`config.mk`:
```
export PLATFORM = sky130hd
export DESIGN_NAME = stuffed_frame_decoder_crc
export DESIGN_NICKNAME = d
export VERILOG_FILES = /design/src/sv/sfd_pkg.sv /design/src/sv/sfd_front.sv /design/src/sv/sfd_queue.sv /design/src/sv/sfd_back.sv /design/src/sv/stuffed_frame_decoder_crc.sv
export SDC_FILE = /design/constraint.sdc
export NUM_CORES = 1
export LEC_CHECK = 0
export BUFFER_PORTS_ARGS = -buffer_cell sky130_fd_sc_hd__buf_4
export CAP_MARGIN = 20
export CORE_ASPECT_RATIO = 1.1
export CORE_UTILIZATION = 25
export CTS_CLUSTER_DIAMETER = 80
export DETAILED_ROUTE_END_ITERATION = 16
export PLACE_DENSITY = 0.43
export SETUP_SLACK_MARGIN = 0.3
export SLEW_MARGIN = 30
export SYNTH_ARGS = -nofsm -noshare
export SYNTH_HDL_FRONTEND = slang
export SYNTH_SLANG_ARGS = --single-unit
```
`constraint.sdc`:
```
create_clock -name clk -period 4.8 [get_ports clk]
set_input_delay 0.72 -clock clk [delete_from_list [all_inputs] [get_ports clk]]
set_output_delay 0.72 -clock clk [all_outputs]
set_load 0.01 [all_outputs]
```
`src/sv/sfd_pkg.sv`:
```
// Shared types, codes and the byte-wide CRC step of the stuffed frame decoder.
// No dependencies; used by every sfd_* module and the top level.
`default_nettype none

package sfd_pkg;

  localparam int BODY_DEPTH_DEF = 64;
  localparam int Q_DEPTH        = 2;

  // configuration register indexes
  localparam logic [2:0] CFG_START  = 3'd0;
  localparam logic [2:0] CFG_END    = 3'd1;
  localparam logic [2:0] CFG_ESCAPE = 3'd2;
  localparam logic [2:0] CFG_MASK   = 3'd3;
  localparam logic [2:0] CFG_POLY   = 3'd4;
  localparam logic [2:0] CFG_SEED   = 3'd5;

  // frame_status codes
  localparam logic [1:0] ST_NONE   = 2'd0;
  localparam logic [1:0] ST_GOOD   = 2'd1;
  localparam logic [1:0] ST_REJECT = 2'd2;

  // error_kind codes
  localparam logic [1:0] ERR_NONE  = 2'd0;
  localparam logic [1:0] ERR_FRAME = 2'd1;
  localparam logic [1:0] ERR_CRC   = 2'd2;

  // operation codes passed from front to back
  localparam logic [2:0] OP_NONE  = 3'd0;
  localparam logic [2:0] OP_START = 3'd1;
  localparam logic [2:0] OP_DATA  = 3'd2;
  localparam logic [2:0] OP_CLOSE = 3'd3;
  localparam logic [2:0] OP_READ  = 3'd4;

  typedef struct packed {
    logic [7:0]  start_code;
    logic [7:0]  end_code;
    logic [7:0]  escape_code;
    logic [7:0]  stuff_mask;
    logic [15:0] crc_polynomial;
    logic [15:0] crc_seed;
  } cfg_t;

  typedef struct packed {
    logic [2:0] kind;
    logic       esc;   // escape still pending at close
    logic [7:0] data;  // unstuffed body byte
    logic [5:0] idx;   // payload read position
  } op_t;

  // MSB-first CRC-16 update over one byte
  function automatic logic [15:0] crc_byte(input logic [15:0] crc, input logic [7:0] b,
                                           input logic [15:0] poly);
    logic [15:0] c;
    c = crc ^ {b, 8'h00};
    for (int k = 0; k < 8; k++) begin
      c = c[15] ? ((c << 1) ^ poly) : (c << 1);
    end
    return c;
  endfunction

endpackage

`default_nettype wire

```
`src/sv/sfd_front.sv`:
```
// Front end: tracks frame and escape state, unstuffs bytes, classifies each transaction.
// Depends on sfd_pkg.
`default_nettype none

module sfd_front (
  input  wire              clk,
  input  wire              rst_n,
  input  sfd_pkg::cfg_t    cfg,
  input  wire              in_valid,
  output logic             in_ready,
  input  wire              in_mode,
  input  wire  [7:0]       in_line_byte,
  input  wire  [5:0]       in_read_index,
  input  wire              q_full,
  output logic             q_push,
  output sfd_pkg::op_t     q_op
);

  logic inside_r, inside_nxt;
  logic esc_r, esc_nxt;

  assign in_ready = !q_full;
  assign q_push   = in_valid && in_ready;

  always_comb begin
    inside_nxt = inside_r;
    esc_nxt    = esc_r;
    q_op.kind  = sfd_pkg::OP_NONE;
    q_op.esc   = esc_r;
    q_op.data  = in_line_byte;
    q_op.idx   = in_read_index;
    if (in_mode) begin
      q_op.kind = sfd_pkg::OP_READ;
    end else if (in_line_byte == cfg.start_code) begin
      q_op.kind  = sfd_pkg::OP_START;
      inside_nxt = 1'b1;
      esc_nxt    = 1'b0;
    end else if (!inside_r) begin
      q_op.kind = sfd_pkg::OP_NONE;
    end else if (in_line_byte == cfg.end_code) begin
      q_op.kind  = sfd_pkg::OP_CLOSE;
      inside_nxt = 1'b0;
    end else if (esc_r) begin
      q_op.kind = sfd_pkg::OP_DATA;
      q_op.data = in_line_byte ^ cfg.stuff_mask;
      esc_nxt   = 1'b0;
    end else if (in_line_byte == cfg.escape_code) begin
      q_op.kind = sfd_pkg::OP_NONE;
      esc_nxt   = 1'b1;
    end else begin
      q_op.kind = sfd_pkg::OP_DATA;
    end
  end

  always_ff @(posedge clk) begin
    if (!rst_n) begin
      inside_r <= 1'b0;
      esc_r    <= 1'b0;
    end else if (q_push) begin
      inside_r <= inside_nxt;
      esc_r    <= esc_nxt;
    end
  end

endmodule

`default_nettype wire

```
`src/sv/sfd_queue.sv`:
```
// Short operation queue between front and back end.
// Depends on sfd_pkg (op_t, Q_DEPTH).
`default_nettype none

module sfd_queue (
  input  wire           clk,
  input  wire           rst_n,
  input  wire           push,
  input  sfd_pkg::op_t  push_op,
  output logic          full,
  input  wire           pop,
  output sfd_pkg::op_t  pop_op,
  output logic          empty
);

  localparam int PTRW = (sfd_pkg::Q_DEPTH > 1) ? $clog2(sfd_pkg::Q_DEPTH) : 1;
  localparam int CNTW = $clog2(sfd_pkg::Q_DEPTH + 1);

  sfd_pkg::op_t  slot_r [sfd_pkg::Q_DEPTH];
  logic [PTRW-1:0] wr_ptr_r, rd_ptr_r;
  logic [CNTW-1:0] cnt_r;

  assign full   = (cnt_r == CNTW'(sfd_pkg::Q_DEPTH));
  assign empty  = (cnt_r == '0);
  assign pop_op = slot_r[rd_ptr_r];

  always_ff @(posedge clk) begin
    if (push) begin
      slot_r[wr_ptr_r] <= push_op;
    end
  end

  always_ff @(posedge clk) begin
    if (!rst_n) begin
      wr_ptr_r <= '0;
      rd_ptr_r <= '0;
      cnt_r    <= '0;
    end else begin
      if (push) begin
        wr_ptr_r <= (wr_ptr_r == PTRW'(sfd_pkg::Q_DEPTH - 1)) ? '0 : wr_ptr_r + 1'b1;
      end
      if (pop) begin
        rd_ptr_r <= (rd_ptr_r == PTRW'(sfd_pkg::Q_DEPTH - 1)) ? '0 : rd_ptr_r + 1'b1;
      end
      if (push && !pop) begin
        cnt_r <= cnt_r + 1'b1;
      end else if (pop && !push) begin
        cnt_r <= cnt_r - 1'b1;
      end
    end
  end

endmodule

`default_nettype wire

```
`src/sv/sfd_back.sv`:
```
// Back end: body store, length/CRC check, last-good-frame registers and result register.
// Depends on sfd_pkg.
`default_nettype none

module sfd_back #(
  parameter int BODY_DEPTH = sfd_pkg::BODY_DEPTH_DEF
) (
  input  wire              clk,
  input  wire              rst_n,
  input  sfd_pkg::cfg_t    cfg,
  input  wire              q_empty,
  input  sfd_pkg::op_t     q_op,
  output logic             q_pop,
  output logic             out_valid,
  input  wire              out_ready,
  output logic [1:0]       out_frame_status,
  output logic [1:0]       out_error_kind,
  output logic [7:0]       out_frame_seq,
  output logic [7:0]       out_frame_cmd,
  output logic [5:0]       out_payload_length,
  output logic [7:0]       out_read_data
);

  localparam int CW = $clog2(BODY_DEPTH + 1);
  localparam int AW = $clog2(BODY_DEPTH);
  localparam int PW = ((CW > 7) ? CW : 7) + 1;

  logic [7:0]    mem [BODY_DEPTH];
  logic [7:0]    rd_q_r;
  logic [7:0]    hdr_r [4];

  logic [CW-1:0] cnt_r, cnt_nxt;
  logic          ovf_r, ovf_nxt;
  logic [15:0]   crc_r, crc_nxt;
  logic [15:0]   dly_r, dly_nxt;
  logic [7:0]    seq_r, seq_nxt;
  logic [7:0]    cmd_r, cmd_nxt;
  logic [CW-1:0] glen_r, glen_nxt;
  logic [1:0]    outcome_r, outcome_nxt;
  logic          out_valid_r, out_valid_nxt;
  logic [1:0]    status_r, status_nxt;
  logic          rd_flag_r;

  logic          room;
  logic          mem_we;
  logic          rd_en;
  logic [15:0]   len;
  logic [15:0]   glen16;
  logic [PW-1:0] pos;

  assign q_pop  = !q_empty && (!out_valid_r || out_ready);
  assign room   = (cnt_r < CW'(BODY_DEPTH));
  assign mem_we = q_pop && (q_op.kind == sfd_pkg::OP_DATA) && room;
  assign len    = {hdr_r[0], hdr_r[1]};
  assign glen16 = 16'(glen_r);
  assign pos    = PW'(q_op.idx) + PW'(4);
  assign rd_en  = q_pop && (q_op.kind == sfd_pkg::OP_READ)
                  && ({10'd0, q_op.idx} < glen16) && (pos < PW'(BODY_DEPTH));

  always_comb begin
    cnt_nxt     = cnt_r;
    ovf_nxt     = ovf_r;
    crc_nxt     = crc_r;
    dly_nxt     = dly_r;
    seq_nxt     = seq_r;
    cmd_nxt     = cmd_r;
    glen_nxt    = glen_r;
    outcome_nxt = outcome_r;
    status_nxt  = sfd_pkg::ST_NONE;
    unique case (q_op.kind)
      sfd_pkg::OP_START: begin
        cnt_nxt = '0;
        ovf_nxt = 1'b0;
        crc_nxt = cfg.crc_seed;
        dly_nxt = '0;
      end
      sfd_pkg::OP_DATA: begin
        if (!room) begin
          ovf_nxt = 1'b1;
        end else begin
          if (cnt_r >= CW'(4)) begin
            crc_nxt = sfd_pkg::crc_byte(crc_r, dly_r[15:8], cfg.crc_polynomial);
          end
          if (cnt_r >= CW'(2)) begin
            dly_nxt = {dly_r[7:0], q_op.data};
          end
          cnt_nxt = cnt_r + 1'b1;
        end
      end
      sfd_pkg::OP_CLOSE: begin
        status_nxt = sfd_pkg::ST_REJECT;
        priority if (ovf_r || q_op.esc || cnt_r < CW'(6)) begin
          outcome_nxt = sfd_pkg::ERR_FRAME;
        end else if (({1'b0, len} + 17'd4 != 17'(cnt_r)) || len < 16'd2) begin
          outcome_nxt = sfd_pkg::ERR_FRAME;
        end else if (dly_r != crc_r) begin
          outcome_nxt = sfd_pkg::ERR_CRC;
        end else begin
          outcome_nxt = sfd_pkg::ERR_NONE;
          status_nxt  = sfd_pkg::ST_GOOD;
          seq_nxt     = hdr_r[2];
          cmd_nxt     = hdr_r[3];
          glen_nxt    = CW'(len - 16'd2);
        end
      end
      default: begin
      end
    endcase
  end

  always_comb begin
    out_valid_nxt = out_valid_r;
    if (q_pop) begin
      out_valid_nxt = 1'b1;
    end else if (out_ready) begin
      out_valid_nxt = 1'b0;
    end
  end

  // body store and header shadow
  always_ff @(posedge clk) begin
    if (mem_we) begin
      mem[cnt_r[AW-1:0]] <= q_op.data;
    end
    if (mem_we && cnt_r < CW'(4)) begin
      hdr_r[cnt_r[1:0]] <= q_op.data;
    end
    if (rd_en) begin
      rd_q_r <= mem[pos[AW-1:0]];
    end
  end

  always_ff @(posedge clk) begin
    if (!rst_n) begin
      cnt_r       <= '0;
      ovf_r       <= 1'b0;
      crc_r       <= 16'hFFFF;
      dly_r       <= '0;
      seq_r       <= '0;
      cmd_r       <= '0;
      glen_r      <= '0;
      outcome_r   <= sfd_pkg::ERR_NONE;
      out_valid_r <= 1'b0;
      status_r    <= sfd_pkg::ST_NONE;
      rd_flag_r   <= 1'b0;
    end else begin
      out_valid_r <= out_valid_nxt;
      if (q_pop) begin
        cnt_r     <= cnt_nxt;
        ovf_r     <= ovf_nxt;
        crc_r     <= crc_nxt;
        dly_r     <= dly_nxt;
        seq_r     <= seq_nxt;
        cmd_r     <= cmd_nxt;
        glen_r    <= glen_nxt;
        outcome_r <= outcome_nxt;
        status_r  <= status_nxt;
        rd_flag_r <= rd_en;
      end
    end
  end

  // state only moves at pops, so it always matches the held result
  assign out_valid          = out_valid_r;
  assign out_frame_status   = status_r;
  assign out_error_kind     = outcome_r;
  assign out_frame_seq      = seq_r;
  assign out_frame_cmd      = cmd_r;
  assign out_payload_length = glen16[5:0];
  assign out_read_data      = rd_flag_r ? rd_q_r : 8'd0;

`ifndef SYNTHESIS
  a_good_no_error: assert property (@(posedge clk) disable iff (!rst_n)
    out_valid_r && status_r == sfd_pkg::ST_GOOD |-> outcome_r == sfd_pkg::ERR_NONE)
    else $error("good frame reported with an error outcome");
  a_reject_has_error: assert property (@(posedge clk) disable iff (!rst_n)
    out_valid_r && status_r == sfd_pkg::ST_REJECT |-> outcome_r != sfd_pkg::ERR_NONE)
    else $error("rejected frame reported without an error outcome");
  a_read_no_status: assert property (@(posedge clk) disable iff (!rst_n)
    rd_flag_r |-> status_r == sfd_pkg::ST_NONE)
    else $error("read transaction carries a frame status");
  a_overflow_full: assert property (@(posedge clk) disable iff (!rst_n)
    ovf_r |-> cnt_r == CW'(BODY_DEPTH))
    else $error("overflow flagged before the body store filled");
`endif

endmodule

`default_nettype wire

```
`src/sv/stuffed_frame_decoder_crc.sv`:
```
// Byte-stuffed STX/ETX frame decoder with CRC-16 check: top level.
// Holds the configuration registers; instantiates sfd_front, sfd_queue and sfd_back.
// Depends on sfd_pkg.
//
// Usage:
//   Input channel (in_valid/in_ready): in_mode 0 feeds one line byte, in_mode 1 reads
//   a payload byte of the last good frame at in_read_index. Every transaction gives
//   exactly one result on the output channel (out_valid/out_ready).
//   Output: frame status (nothing / good / rejected), sticky error kind, SEQ, CMD and
//   payload length of the last good frame, and read data for read transactions.
//   Configuration: cfg_we/cfg_index/cfg_wdata write one register per cycle; write only
//   while no transaction is in flight. Indexes past the last register are ignored.
// Timing:
//   out_valid rises once the accepted transaction has passed the queue into the result register.
//   Throughput is one transaction per cycle while out_ready is high, set by the combinational byte-wide
//   CRC update and body store write in the back end. A two-entry queue separates front and back end.
// Reset: synchronous rst_n clears frame state and restores register defaults; the body
//   store is not cleared, and reads only reach entries of the last good frame.
// Stall: the result register holds while out_ready is low; the queue keeps accepting
//   until full, then in_ready drops.
`default_nettype none

module stuffed_frame_decoder_crc #(
  parameter int BODY_DEPTH = sfd_pkg::BODY_DEPTH_DEF
) (
  input  wire         clk,
  input  wire         rst_n,
  input  wire         cfg_we,
  input  wire  [2:0]  cfg_index,
  input  wire  [15:0] cfg_wdata,
  input  wire         in_valid,
  output logic        in_ready,
  input  wire         in_mode,
  input  wire  [7:0]  in_line_byte,
  input  wire  [5:0]  in_read_index,
  output logic        out_valid,
  input  wire         out_ready,
  output logic [1:0]  out_frame_status,
  output logic [1:0]  out_error_kind,
  output logic [7:0]  out_frame_seq,
  output logic [7:0]  out_frame_cmd,
  output logic [5:0]  out_payload_length,
  output logic [7:0]  out_read_data
);

  sfd_pkg::cfg_t cfg_r;
  sfd_pkg::op_t  push_op, pop_op;
  logic          q_full, q_empty, q_push, q_pop;

  always_ff @(posedge clk) begin
    if (!rst_n) begin
      cfg_r.start_code     <= 8'd2;
      cfg_r.end_code       <= 8'd3;
      cfg_r.escape_code    <= 8'd16;
      cfg_r.stuff_mask     <= 8'd32;
      cfg_r.crc_polynomial <= 16'h1021;
      cfg_r.crc_seed       <= 16'hFFFF;
    end else if (cfg_we) begin
      unique case (cfg_index)
        sfd_pkg::CFG_START:  cfg_r.start_code     <= cfg_wdata[7:0];
        sfd_pkg::CFG_END:    cfg_r.end_code       <= cfg_wdata[7:0];
        sfd_pkg::CFG_ESCAPE: cfg_r.escape_code    <= cfg_wdata[7:0];
        sfd_pkg::CFG_MASK:   cfg_r.stuff_mask     <= cfg_wdata[7:0];
        sfd_pkg::CFG_POLY:   cfg_r.crc_polynomial <= cfg_wdata;
        sfd_pkg::CFG_SEED:   cfg_r.crc_seed       <= cfg_wdata;
        default: begin
        end
      endcase
    end
  end

  sfd_front u_front (
    .clk           (clk),
    .rst_n         (rst_n),
    .cfg           (cfg_r),
    .in_valid      (in_valid),
    .in_ready      (in_ready),
    .in_mode       (in_mode),
    .in_line_byte  (in_line_byte),
    .in_read_index (in_read_index),
    .q_full        (q_full),
    .q_push        (q_push),
    .q_op          (push_op)
  );

  sfd_queue u_queue (
    .clk     (clk),
    .rst_n   (rst_n),
    .push    (q_push),
    .push_op (push_op),
    .full    (q_full),
    .pop     (q_pop),
    .pop_op  (pop_op),
    .empty   (q_empty)
  );

  sfd_back #(
    .BODY_DEPTH (BODY_DEPTH)
  ) u_back (
    .clk                (clk),
    .rst_n              (rst_n),
    .cfg                (cfg_r),
    .q_empty            (q_empty),
    .q_op               (pop_op),
    .q_pop              (q_pop),
    .out_valid          (out_valid),
    .out_ready          (out_ready),
    .out_frame_status   (out_frame_status),
    .out_error_kind     (out_error_kind),
    .out_frame_seq      (out_frame_seq),
    .out_frame_cmd      (out_frame_cmd),
    .out_payload_length (out_payload_length),
    .out_read_data      (out_read_data)
  );

endmodule

`default_nettype wire
```
==> impl_metrics.toml <==
[placed_design]
gp_congestion = 0.830
post-place-ws_ns = 0.540
io_buffers = 74
hpwlAfterDp_microns = 56400

[routing]
drtAntennaViolNets = 0
vias = 20008
wirelength_microns = 89200
drtIter0Drc = 1474
viasPerCell = 4.63
drt-pass1-iter-count = 5
drc = 0
drt-wirelength-per-cell_microns = 20.7

[clocking]
cts_max_level = 3
postCtsSetupRepairBufs = 0
post_cts_resize_count = 0
clk_latency_ns = 0.65
numCtsBuffers = 86
numClockSinks = 728
cts_tree = "built"
clockRootBuffer = "clkbuf_16"
cts_buffer_depth = 3
cts_hold_buf = 0
clkTransAtPathRegs_ns = 0.05

[timing]
relSlewSlack_pct = 34.1
setup_viol = 0
whs_ns = 0.272
tightest_slew_ns = 0.985
max_freq_mhz = 237
rsz0062_at_grt = "false"
setup_tns_ns = 0
hold_viol = 0
fin_crit_sh_pct = 88.0
min_period_ns = 4.22
clock_skew_ns = 0.0193
finalMaxSlewViolations = 0
worst_slack_ns = 0.576

[critical_path]
cp.depth = 13
startpoint_type = "register"
rr_endpoint = "u_back.crc_r[11]"
rrSetupSlack_ns = 0.58
crit_type = "register to register"
critPathArrivalTime_ns = 4.78
worstRegToRegCells = 13
crit_path_end = "u_back.crc_r[11]"
startpoint = "u_back.crc_r[15]"
cp_num_buf_inv = 1
cp.required_ns = 5.36
critPathCaptureType = "register"
crit_family = "compound AO/OA/AOI/OAI gates"
crit_fanout = 13
cpPeakStageDelay_ns = 0.55
r2r-start = "u_back.crc_r[15]"
crit_chain = "xnor2_1 > o21ai_1 > and2_2 > a211oi_1 > or4_1 > a211o_1 > a21o_1 > a311oi_2 > or2_1 > buf_4 > nand2_1 > xnor3_1 > a22oi_1"
slowest_stage = "or4_1"

[run_status]
status = "finished, final reports clean"

[synthesis]
synth_common_cells = "edfxtp_1 (588), nand2_1 (401), mux2i_1 (158), dfxtp_1 (140), clkbuf_1 (130)"
synth-edff-count = 588
synth_seq_cells = 728
syn_inst = 2533
syn-num-nets = 2587
synthArstFlopShare_pct = 0
seq_area_frac_synth_pct = 63.5
synth_top_area_share_pct = 54.8
yosysMostFrequentCell = "edfxtp_1"
synth.area.top_cells = "edfxtp_1 (55%), dfxtp_1 (8.7%), mux2i_1 (4.9%), nand2_1 (4.7%), a211oi_1 (2.8%)"
yosys_warnings = 0
syn_area_sq_um = 32200
ys_types = 73
synthFlopType = "edfxtp_1"
synth.avg_cell_area_sq_um = 12.7
yosys.area.top_type = "edfxtp_1"

[grt]
grt_usage_pct = 13.7
grt_start_max_net_pins = 126
antenna_found_initial = 8
grt_pass1_wl_microns = 133000
grt_overflow = 0
grt_pass1_vias = 20238

[die]
chipHeight_microns = 379
coreArea_sq_um = 127000
ios = 75
initial_utilization_pct = 25.3
die-area_sq_um = 130000
rows = 137
die_x_microns = 344

[pwr]
ir_drop_uv = 268
p_per_area_nw_per_um2 = 479
p_leak_nw = 12.4

[layout]
final_nets = 2636
multiInputGateArea_sq_um = 11100
syn2layout_area_growth_pct = 16.6
final_layout_size_suffix_gt1_share_pct = 12.6
antennaDiodeCount = 0
final-seq-area_sq_um = 20500
fillers = 12868

[min_path]
hold_class = "input pin to register"

[flow_run]
max_cap_violations = 0
==> layer usage <==
layer / share of wire, % / GRT usage, % / wire length [microns] / up-vias
met2: 48 / 23.1 / 43100 / 443
li1: - / - / - / 9435
met4: 2.3 / 3.56 / 2040 / 12
met1: 44 / 17.5 / 39100 / 9972
met3: 5.4 / 3.05 / 4810 / 146
met5: 0.077 / 0 / 69 / -
==> flip-flops by register name, indices dropped and copies added, names as in the netlist, 7 cells and up, named ones only <==
register              cells
u_back.hdr_r             32
u_back.glen_r             7
u_back.out_frame_cmd      8
u_back.cnt_r              7
u_back.out_frame_seq      8
u_queue.slot_r           36
u_back.rd_q_r             8
u_back.mem              512
u_back.dly_r             16
u_back.crc_r             16
cfg_r                    64
==> how the worst min path moves through the flow <==
| stage | from | endpoint | depth (start not counted) |
|---|---|---|---|
| after floorplan | cfg_r[10] | cfg_r[10] | 2 |
| after global placement | cfg_r[10] | cfg_r[10] | 2 |
| after detailed placement | cfg_r[36] | cfg_r[36] | 2 |
| after CTS | in_read_index[3] | u_queue.slot_r[0][3] | 1 |
| after global routing | in_read_index[0] | u_queue.slot_r[0][0] | 1 |
| final | in_read_index[0] | u_queue.slot_r[0][0] | 1 |
==> final cells by class <==
type                            instances  share of cell area (%)
Clock buffer                          108                    6.17
Clock inverter                         48                    1.24
Inverter                               22                   0.240
Multi-Input combinational cell       1614                    29.6
Sequential cell                       728                    54.5
Tap cell                             1668                    5.55
Timing Repair Buffer                  130                    2.73
==> through the flow <==
| stage | power (mW) | instance area (sq um) | util, % | std cells |
|---|---|---|---|---|
| finish | 18.0 | 37600 | 29.5 | 4318 |
| global route | 18.8 | 37600 | 29.5 | 4318 |
| CTS | 18.2 | 37500 | 29.4 | 4318 |
| detailed placement | 11.7 | 34700 | 27.3 | 4162 |
| global placement | 11.6 | 34700 | 27.2 | 4162 |
| floorplan | 10.1 | 32200 | - | 2533 |
==> cell usage in the layout (no fill, tap or decap), types with 17 or more instances in the layout <==
| master | n |
|---|---|
| buf_4 | 126 |
| and3_1 | 25 |
| a311oi_1 | 34 |
| inv_1 | 19 |
| a211oi_1 | 122 |
| o21ai_0 | 39 |
| nand2_1 | 401 |
| a21oi_1 | 60 |
| a21boi_0 | 55 |
| a31oi_1 | 34 |
| mux4_2 | 32 |
| or3_1 | 24 |
| and2_1 | 35 |
| dfxtp_1 | 140 |
| xor2_1 | 63 |
| nor4_1 | 17 |
| edfxtp_1 | 588 |
| nor3_1 | 17 |
| clkbuf_1 | 17 |
| nand3_1 | 68 |
| nor2b_1 | 39 |
| nor2_1 | 98 |
| xnor2_1 | 90 |
| mux2i_1 | 155 |
| and2_0 | 50 |
| clkbuf_16 | 89 |
==> report_power, final <==
group	switching (mW)	leakage [nW]	internal, mW
clock	2.62	1.35	3.85
sequential	0.0805	6.43	7.35
combinational	2.76	4.64	1.32
total	5.46	12.4	12.5
==> logic make-up (layout without fill, tap and decap cells) <==
family | Yosys count | in the layout | synth area share, %
xor+xnor | 171 | 171 | 5.32
mux | 202 | 202 | 7.57
fa+ha+maj | 15 | 15 | 0.583
flops | 728 | 728 | 63.5
buf+inv | 191 | 308 | 2.41
simple gates | 820 | 820 | 11.8
compound gates | 406 | 406 | 8.82
Power figures use the tool's default switching activity.
